$ cat config.mk
export PLATFORM = sky130hd
export DESIGN_NAME = set_assoc_lru_writeback_cache_flat
export DESIGN_NICKNAME = d
export VERILOG_FILES = /design/src/sv/salwc_pkg.sv /design/src/sv/salwc_if.sv /design/src/sv/set_assoc_lru_writeback_cache.sv /design/src/flat_wrapper.sv
export SDC_FILE = /design/constraint.sdc
export NUM_CORES = 2
export LEC_CHECK = 0
export BUFFER_PORTS_ARGS = -buffer_cell sky130_fd_sc_hd__clkbuf_2
export CORE_ASPECT_RATIO = 1.1
export CORE_MARGIN = 5
export CORE_UTILIZATION = 50
export DETAILED_ROUTE_END_ITERATION = 12
export PLACE_DENSITY = 0.66
export SETUP_SLACK_MARGIN = 0.5
export SLEW_MARGIN = 30
export SYNTH_ARGS = -nofsm -noshare
export SYNTH_HDL_FRONTEND = slang
export SYNTH_SLANG_ARGS = --single-unit
$ cat constraint.sdc
create_clock -name clk -period 19.3 [get_ports clk]
set_clock_uncertainty 0.1 [all_clocks]
set_input_delay 0.965 -clock clk [delete_from_list [all_inputs] [get_ports clk]]
set_output_delay 0.965 -clock clk [all_outputs]
set_load 0.05 [all_outputs]
$ cat src/sv/salwc_pkg.sv
package salwc_pkg;

  // Defaults for the top-level parameters.
  localparam int SETS_DEF        = 32;
  localparam int WAYS_DEF        = 2;
  localparam int BLOCK_BYTES_DEF = 16;
  localparam int ADDR_BITS_DEF   = 32;

  // Width of the address field on the channels.
  localparam int ADDR_W = 32;

  // Next-level request codes.
  typedef logic [1:0] req_t;
  localparam req_t REQ_NONE    = 2'd0;
  localparam req_t REQ_READ    = 2'd1;
  localparam req_t REQ_WB_READ = 2'd2;

  // Controller state: a clearing pass over the line store, then normal operation.
  typedef enum logic {
    ST_CLEAR,
    ST_RUN
  } state_t;

  // Rounded-down base-two logarithm, evaluated at elaboration.
  function automatic int floor_log2(input int v);
    int n;
    n = 0;
    for (int i = 1; i < 31; i++) begin
      if (v >= (1 << i)) begin
        n = i;
      end
    end
    return n;
  endfunction

endpackage

$ cat src/sv/salwc_if.sv
interface salwc_in_if;
  logic                         valid;
  logic                         ready;
  logic                         command;
  logic [salwc_pkg::ADDR_W-1:0] address;

  modport source(output valid, output command, output address, input ready);
  modport sink(input valid, input command, input address, output ready);
endinterface

interface salwc_out_if;
  logic                         valid;
  logic                         ready;
  logic                         hit;
  salwc_pkg::req_t              next_level_request;
  logic [salwc_pkg::ADDR_W-1:0] evict_address;

  modport source(output valid, output hit, output next_level_request,
                 output evict_address, input ready);
  modport sink(input valid, input hit, input next_level_request,
               input evict_address, output ready);
endinterface

$ cat src/sv/set_assoc_lru_writeback_cache.sv
// Channel   Direction  Handshake          Contents
// in_ch     input      valid / ready      command (0 read, 1 write), address
// out_ch    output     valid / ready      hit, next_level_request, evict_address
//
// One transaction per cycle is sustained while out_ch is ready. An accepted
// transaction's row is read from the line store into the update stage, where
// the tag compare and row update run and the result goes to the output
// register; one row read and one row write per transaction, on separate ports
// of the line store, set that throughput. After reset the store is cleared
// one set per cycle, all 2**floor(log2(SETS)) rows, and in_ch.ready stays low
// meanwhile. A stalled out_ch holds its result; in_ch keeps taking
// transactions until the update stage also fills, then ready drops.
module set_assoc_lru_writeback_cache #(
  parameter int SETS        = salwc_pkg::SETS_DEF,
  parameter int WAYS        = salwc_pkg::WAYS_DEF,
  parameter int BLOCK_BYTES = salwc_pkg::BLOCK_BYTES_DEF,
  parameter int ADDR_BITS   = salwc_pkg::ADDR_BITS_DEF
) (
  input  logic       clk,
  input  logic       rst_n,
  salwc_in_if.sink   in_ch,
  salwc_out_if.source out_ch
);

  localparam int AW       = salwc_pkg::ADDR_W;
  localparam int OFF_BITS = salwc_pkg::floor_log2(BLOCK_BYTES);
  localparam int SET_BITS = salwc_pkg::floor_log2(SETS);
  localparam int NROWS    = 1 << SET_BITS;
  localparam int SET_IW   = (SET_BITS > 0) ? SET_BITS : 1;
  localparam int TAG_SH   = OFF_BITS + SET_BITS;
  localparam int AGE_W    = (WAYS > 1) ? $clog2(WAYS) : 1;
  localparam int WIDX_W   = (WAYS > 1) ? $clog2(WAYS) : 1;

  localparam logic [AW-1:0] ADDR_MASK =
    (ADDR_BITS >= AW) ? {AW{1'b1}} : AW'((64'd1 << ADDR_BITS) - 64'd1);
  localparam logic [AW-1:0]     SET_MASK = AW'(NROWS - 1);
  localparam logic [SET_IW-1:0] LAST_ROW = SET_IW'(NROWS - 1);
  localparam logic [AGE_W-1:0]  OLDEST   = AGE_W'(WAYS - 1);

  // One row of the line store holds every way of a set. The tag is not kept
  // separately: it is the upper part of the stored fill address.
  typedef struct packed {
    logic [WAYS-1:0]                valid;
    logic [WAYS-1:0]                dirty;
    logic [WAYS-1:0][AGE_W-1:0]     age;
    logic [WAYS-1:0][AW-1:0]        fill;
  } row_t;

  // Control state.
  salwc_pkg::state_t state_r, state_nxt;
  logic [SET_IW-1:0] clr_cnt_r, clr_cnt_nxt;
  logic              clr_active;
  logic              run_active;

  // Update stage and output register.
  logic              s1_vld_r, s1_vld_nxt;
  logic              s1_cmd_r;
  logic [AW-1:0]     s1_addr_r;
  logic [SET_IW-1:0] s1_set_r;
  logic              fwd_r;
  row_t              wrow_r;
  logic              out_vld_r, out_vld_nxt;
  logic              out_hit_r;
  salwc_pkg::req_t   out_req_r;
  logic [AW-1:0]     out_wb_r;

  // Line store.
  row_t              mem [NROWS];
  row_t              rd_row_r;
  logic              mem_we;
  logic [SET_IW-1:0] mem_wa;
  row_t              mem_wd;

  logic              accept;
  logic              s1_adv;
  logic [AW-1:0]     in_addr_m;
  logic [SET_IW-1:0] in_set;

  row_t              row;
  row_t              new_row;
  row_t              clr_row;
  logic [WAYS-1:0]   hit_vec;
  logic              hit_any;
  logic [WIDX_W-1:0] hit_way;
  logic              empty_any;
  logic [WIDX_W-1:0] empty_way;
  logic [WIDX_W-1:0] old_way;
  logic [WIDX_W-1:0] victim;
  logic [WIDX_W-1:0] touch_way;
  logic [AGE_W-1:0]  touch_age;
  salwc_pkg::req_t   req;
  logic [AW-1:0]     wb_addr;

  // ---------------------------------------------------------------------------
  // Clearing pass and run state.
  // ---------------------------------------------------------------------------
  always_comb begin
    state_nxt = state_r;
    case (state_r)
      salwc_pkg::ST_CLEAR: begin
        if (clr_cnt_r == LAST_ROW) begin
          state_nxt = salwc_pkg::ST_RUN;
        end
      end
      salwc_pkg::ST_RUN: state_nxt = salwc_pkg::ST_RUN;
      default: state_nxt = salwc_pkg::ST_CLEAR;
    endcase
  end

  always_comb begin
    clr_active = 1'b0;
    run_active = 1'b0;
    case (state_r)
      salwc_pkg::ST_CLEAR: clr_active = 1'b1;
      salwc_pkg::ST_RUN:   run_active = 1'b1;
      default: begin
        clr_active = 1'b0;
        run_active = 1'b0;
      end
    endcase
  end

  assign clr_cnt_nxt = clr_active ? clr_cnt_r + 1'b1 : clr_cnt_r;

  // ---------------------------------------------------------------------------
  // Handshakes. The update stage moves on whenever the output register is
  // empty or being emptied; a new transaction enters behind it in that cycle.
  // ---------------------------------------------------------------------------
  assign s1_adv       = s1_vld_r && (!out_vld_r || out_ch.ready);
  assign in_ch.ready  = run_active && (!s1_vld_r || s1_adv);
  assign accept       = in_ch.valid && in_ch.ready;

  assign s1_vld_nxt  = accept ? 1'b1 : (s1_adv ? 1'b0 : s1_vld_r);
  assign out_vld_nxt = s1_adv ? 1'b1 : (out_ch.ready ? 1'b0 : out_vld_r);

  assign in_addr_m = in_ch.address & ADDR_MASK;
  assign in_set    = SET_IW'((in_addr_m >> OFF_BITS) & SET_MASK);

  // ---------------------------------------------------------------------------
  // Tag compare, victim choice and LRU age update on the row read for the
  // transaction in the update stage. When the previous transaction wrote the
  // same set at the edge this row was read, the written row is used instead.
  // ---------------------------------------------------------------------------
  assign row = fwd_r ? wrow_r : rd_row_r;

  always_comb begin
    for (int w = 0; w < WAYS; w++) begin
      hit_vec[w] = row.valid[w] && ((row.fill[w] >> TAG_SH) == (s1_addr_r >> TAG_SH));
    end
    hit_any = |hit_vec;

    // Lowest-numbered matching, invalid and oldest ways.
    hit_way   = '0;
    empty_way = '0;
    empty_any = 1'b0;
    old_way   = '0;
    for (int w = WAYS - 1; w >= 0; w--) begin
      if (hit_vec[w]) begin
        hit_way = WIDX_W'(w);
      end
      if (!row.valid[w]) begin
        empty_way = WIDX_W'(w);
        empty_any = 1'b1;
      end
      if (row.age[w] == OLDEST) begin
        old_way = WIDX_W'(w);
      end
    end

    victim    = empty_any ? empty_way : old_way;
    touch_way = hit_any ? hit_way : victim;
    touch_age = row.age[touch_way];

    new_row = row;
    for (int w = 0; w < WAYS; w++) begin
      if (WIDX_W'(w) == touch_way) begin
        new_row.age[w] = '0;
      end else if (row.age[w] < touch_age) begin
        new_row.age[w] = row.age[w] + 1'b1;
      end
    end

    if (hit_any) begin
      new_row.dirty[hit_way] = row.dirty[hit_way] | s1_cmd_r;
    end else begin
      new_row.valid[victim] = 1'b1;
      new_row.dirty[victim] = s1_cmd_r;
      new_row.fill[victim]  = s1_addr_r;
    end

    // A dirty victim exists only when every way was valid.
    if (hit_any) begin
      req = salwc_pkg::REQ_NONE;
    end else if (!empty_any && row.dirty[victim]) begin
      req = salwc_pkg::REQ_WB_READ;
    end else begin
      req = salwc_pkg::REQ_READ;
    end
    wb_addr = (req == salwc_pkg::REQ_WB_READ) ? row.fill[victim] : '0;
  end

  always_comb begin
    clr_row       = '0;
    clr_row.valid = '0;
    clr_row.dirty = '0;
    for (int w = 0; w < WAYS; w++) begin
      clr_row.age[w] = OLDEST;
    end
  end

  // ---------------------------------------------------------------------------
  // Line store: one write port shared by the clearing pass and the row update,
  // one read port fed by the accepted address.
  // ---------------------------------------------------------------------------
  assign mem_we = clr_active || s1_adv;
  assign mem_wa = clr_active ? clr_cnt_r : s1_set_r;
  assign mem_wd = clr_active ? clr_row : new_row;

  always_ff @(posedge clk) begin
    if (mem_we) begin
      mem[mem_wa] <= mem_wd;
    end
    if (accept) begin
      rd_row_r <= mem[in_set];
    end
  end

  // ---------------------------------------------------------------------------
  // Registers.
  // ---------------------------------------------------------------------------
  always_ff @(posedge clk) begin
    if (!rst_n) begin
      state_r   <= salwc_pkg::ST_CLEAR;
      clr_cnt_r <= '0;
      s1_vld_r  <= 1'b0;
      out_vld_r <= 1'b0;
    end else begin
      state_r   <= state_nxt;
      clr_cnt_r <= clr_cnt_nxt;
      s1_vld_r  <= s1_vld_nxt;
      out_vld_r <= out_vld_nxt;
    end
  end

  always_ff @(posedge clk) begin
    if (accept) begin
      s1_cmd_r  <= in_ch.command;
      s1_addr_r <= in_addr_m;
      s1_set_r  <= in_set;
      fwd_r     <= s1_adv && (s1_set_r == in_set);
    end
    if (s1_adv) begin
      wrow_r    <= new_row;
      out_hit_r <= hit_any;
      out_req_r <= req;
      out_wb_r  <= wb_addr;
    end
  end

  assign out_ch.valid              = out_vld_r;
  assign out_ch.hit                = out_hit_r;
  assign out_ch.next_level_request = out_req_r;
  assign out_ch.evict_address      = out_wb_r;

endmodule

$ cat src/flat_wrapper.sv
// flat-port wrapper written by rule: the top's interface ports become plain ports
module set_assoc_lru_writeback_cache_flat 
#(
  parameter int SETS        = salwc_pkg::SETS_DEF,
  parameter int WAYS        = salwc_pkg::WAYS_DEF,
  parameter int BLOCK_BYTES = salwc_pkg::BLOCK_BYTES_DEF,
  parameter int ADDR_BITS   = salwc_pkg::ADDR_BITS_DEF
)
  (clk, rst_n, in_ch_valid, in_ch_command, in_ch_address, in_ch_ready, out_ch_valid, out_ch_hit, out_ch_next_level_request, out_ch_evict_address, out_ch_ready);
  salwc_in_if in_ch_i ();
  salwc_out_if out_ch_i ();
  input  logic clk;
  input  logic rst_n;
  input wire logic [$bits(in_ch_i.valid)-1:0] in_ch_valid;
  input wire logic [$bits(in_ch_i.command)-1:0] in_ch_command;
  input wire logic [$bits(in_ch_i.address)-1:0] in_ch_address;
  output wire logic [$bits(in_ch_i.ready)-1:0] in_ch_ready;
  output wire logic [$bits(out_ch_i.valid)-1:0] out_ch_valid;
  output wire logic [$bits(out_ch_i.hit)-1:0] out_ch_hit;
  output wire logic [$bits(out_ch_i.next_level_request)-1:0] out_ch_next_level_request;
  output wire logic [$bits(out_ch_i.evict_address)-1:0] out_ch_evict_address;
  input wire logic [$bits(out_ch_i.ready)-1:0] out_ch_ready;
  assign in_ch_i.valid = in_ch_valid;
  assign in_ch_i.command = in_ch_command;
  assign in_ch_i.address = in_ch_address;
  assign in_ch_ready = in_ch_i.ready;
  assign out_ch_valid = out_ch_i.valid;
  assign out_ch_hit = out_ch_i.hit;
  assign out_ch_next_level_request = out_ch_i.next_level_request;
  assign out_ch_evict_address = out_ch_i.evict_address;
  assign out_ch_i.ready = out_ch_ready;
  set_assoc_lru_writeback_cache #(.SETS(SETS), .WAYS(WAYS), .BLOCK_BYTES(BLOCK_BYTES), .ADDR_BITS(ADDR_BITS)) u_core (.clk(clk), .rst_n(rst_n), .in_ch(in_ch_i), .out_ch(out_ch_i));
endmodule
==> flow_summary.toml <==
[outcome]
status = "complete, no violations"

[global_route]
grt_pass1_wl_um = 348000
antenna_found_initial = 4
overflow = 0
globalRouteTotalUtil_pct = 24.5
grt_max_degree = 133
grt_pass1_vias = 45500

[power]
power_w = 0.0108
leakagePower_nw = 31.4
ir_drop_mv = 0.100
powerDensity_nw_per_um2 = 99.2

[critical_path]
cp.required_ps = 19730
cp_max_fo = 60
rr_endpoint = "u_core.mem[26][1]"
crit_path_top_delay_cell = "mux2i_4"
endpoint_kind = "register"
path_buf_inv = 5
crit_top_cell = "buf_4"
path_class = "reg2reg"
crit_path_max_incr_delay_ps = 860
reg2reg_slack_ps = 13430
ff2ff_path_depth = 11
cp.arrival_ps = 6300
crit_chain = "buf_4, o32ai_1, o21ai_0, o21ai_4, buf_4, o21bai_2, nor2_4, buf_16, buf_4, buf_4, mux2i_4"
r2r-start = "u_core.fwd_r"
cp_top_family = "buffers and inverters"
startpoint_type = "register"

[detailed_routing]
drt-met1-wl_um = 96100
routed_wl_um = 246000
vias = 45400
routed_via_density = 6.45
wl_per_cell_um = 35.0
drtAntennaViolNets = 0
drc = 0
dr_wl_met2_um = 119000
highest_layer = "met5"
dr.first_iter.drc_count = 6212
firstDrtPassIters = 5
dr_wl_met3_um = 22100

[die]
boundaryPins = 74
coreArea_um2 = 191000
die_h_um = 469
dieArea_um2 = 201000
start_util_pct = 50.3
die_w_um = 428
rows = 168

[logic_synthesis]
yosys_warnings = 0
synth_area_per_cell_um2 = 23.8
synthArstFlopShare_pct = 0
synth-edff-count = 2449
synth_cells = 4021
synth_cell_types = 46
synth_area_um2 = 95900
ys_seq_area_share_pct = 76.9
synth_ff_type = "edfxtp_1"
syn-num-nets = 4060
ys_ff_latch = 2457

[cts]
cts_hold_buf = 0
tritoncts = "built"
clock_path_buffers = 3
numCtsBuffers = 230
clock-root-buffer = "clkbuf_16"
post_cts_buffers = 0
ctsResizeCount = 0
cts_max_level = 4
clkTransAtPathRegs_ps = 60
cts_sinks = 2457
clock_latency_ps = 870

[layout]
multi_input_area_um2 = 22000
finalNonFillerCells = 7033
fill_cells = 13600
area_growth_pct = 13.3
stdcell_area_um2 = 109000
layout-drive-gt1-share_pct = 35.7
final_net_count = 4323
seq_area_um2 = 73700

[sta]
fin_crit_ps = 5870
period_share_pct = 30.4
fmax_mhz = 170
tightest_slew_ps = 1040
layout_setup_ws_ps = 13430
final.setup.tns_ps = 0
slew_viol_final = 0
setup_viol = 0
relSlewSlack_pct = 30.7
rsz0062_at_grt = "no"
hold_violations = 0

[worst_hold_path]
min_to = "u_core.s1_addr_r[10]"
hold-path-cell-count = 1
hold_path.class = "in2reg"
hp-start = "in_ch_address[10]"

[placed_design]
pre_cts_slack_ps = 13210
place.gp.congestion = 0.808
placedCellCount = 6598
dp_hpwl_um = 125000
placed_area_um2 = 101000
port_buffers = 73

[run]
max_cap_violations = 0
==> where the power goes <==
| part | internal (W) | leakage, nW | switching [W] | total (W) |
|---|---|---|---|---|
| logic | 0.000129 | 7.12 | 0.000184 | 0.000313 |
| clock network | 0.00266 | 3.76 | 0.00196 | 0.00462 |
| registers | 0.00584 | 20.5 | 0.0000109 | 0.00585 |
| total | 0.00862 | 31.4 | 0.00216 | 0.0108 |
==> cells in the mapped netlist (15+ instances only) <==
| master | instances | area (um2) |
|---|---|---|
| edfxtp_1 | 2449 | 73500 |
| mux4_2 | 711 | 16000 |
| mux2_2 | 140 | 1580 |
| clkbuf_1 | 139 | 522 |
| nand2_1 | 113 | 424 |
| mux2i_1 | 90 | 901 |
| nor2_1 | 70 | 263 |
| mux2_4 | 58 | 871 |
| xor2_1 | 48 | 420 |
| buf_2 | 35 | 175 |
| nor4_1 | 20 | 125 |
| nor2b_1 | 18 | 113 |
| buf_1 | 15 | 56.3 |
==> final cells by class <==
type / count / area share, %
clock buffers: 274 / 5.51
well taps: 2550 / 2.94
diodes: 1 / 0.00230
inverters: 10 / 0.0345
flip-flops and latches: 2457 / 67.8
repair buffers: 240 / 1.86
multi-input cells: 1345 / 20.2
clock inverters: 156 / 1.59
==> routing by layer <==
layer	track usage, %	vias up
li1	-	17700
met1	35.7	24800
met2	38.5	2477
met3	3.99	413
met4	8.14	2
met5	0	-
==> logic make-up after synthesis <==
family / synth area share, %
muxes: 20.2
and+or+nand+nor: 1.15
xor gates and xnor gates: 0.493
AOI/OAI and AO/OA: 0.279
adders and majority gates: 0.0261
DFF: 76.9
buffers and inverters: 1.01
==> cell usage in the layout, fill, tap and decap left out, types with 3 or more instances in the layout <==
| cell | netlist | layout |
|---|---|---|
| bufinv_16 | 0 | 33 |
| mux2_4 | 58 | 58 |
| nor2_4 | 0 | 33 |
| mux2_2 | 140 | 140 |
| and2_1 | 4 | 3 |
| buf_6 | 8 | 18 |
| clkinv_1 | 0 | 50 |
| clkbuf_16 | 0 | 233 |
| o31ai_1 | 3 | 3 |
| buf_12 | 0 | 6 |
| nor3_1 | 3 | 3 |
| mux2i_4 | 0 | 20 |
| inv_1 | 10 | 10 |
| nand3_1 | 7 | 7 |
| dfxtp_1 | 8 | 7 |
| mux4_2 | 711 | 711 |
| clkinv_2 | 0 | 47 |
| mux2i_1 | 90 | 26 |
| nand4_1 | 5 | 5 |
| edfxtp_1 | 2449 | 2449 |
| buf_4 | 10 | 133 |
| clkinvlp_4 | 0 | 11 |
| nand2_1 | 113 | 113 |
| clkbuf_2 | 1 | 68 |
| o21a_1 | 4 | 4 |
| nor4_1 | 20 | 20 |
| buf_16 | 0 | 11 |
| nor2b_1 | 18 | 17 |
| clkbuf_1 | 139 | 41 |
| inv_6 | 0 | 4 |
| xor2_1 | 48 | 48 |
| nor2_1 | 70 | 38 |
| a21oi_1 | 8 | 6 |
| a22o_1 | 3 | 3 |
| mux2i_2 | 0 | 44 |
| buf_8 | 0 | 3 |
| clkinv_4 | 0 | 3 |
| inv_16 | 0 | 4 |
| xnor2_1 | 6 | 6 |
| o21ai_0 | 8 | 5 |
==> worst max-delay path by stage <==
stage	from	to	slack (ps)	cells after the start
after floorplan	out_ch_ready	u_core.mem[13][0]	9220	6
after global placement	u_core.fwd_r	u_core.mem[0][12]	13190	10
after detailed placement	in_ch_address[4]	u_core.rd_row_r[59]	13210	7
after CTS	u_core.fwd_r	u_core.mem[9][17]	13510	11
after global routing	u_core.fwd_r	u_core.mem[3][12]	13240	11
final	u_core.fwd_r	u_core.mem[26][1]	13430	11
==> state kept, by name, summed over array words and instances (netlist names), 2 cells and up <==
signal and count:
u_core.s1_set_r 4, u_core.out_ch.evict_address 32, u_core.mem 2240, u_core.s1_addr_r 28, u_core.out_ch.next_level_request 2, u_core.clr_cnt_r 5
u_core.rd_row_r 70, u_core.wrow_r 70
==> through the flow <==
stage               hold slack [ps]  utilization, %
finish                          175            57.0
global placement                434            52.6
detailed placement              440            52.9
CTS                             109            56.9
global route                    137            57.0
floorplan                       377               -
No activity file was read; power rests on OpenSTA's default activity.
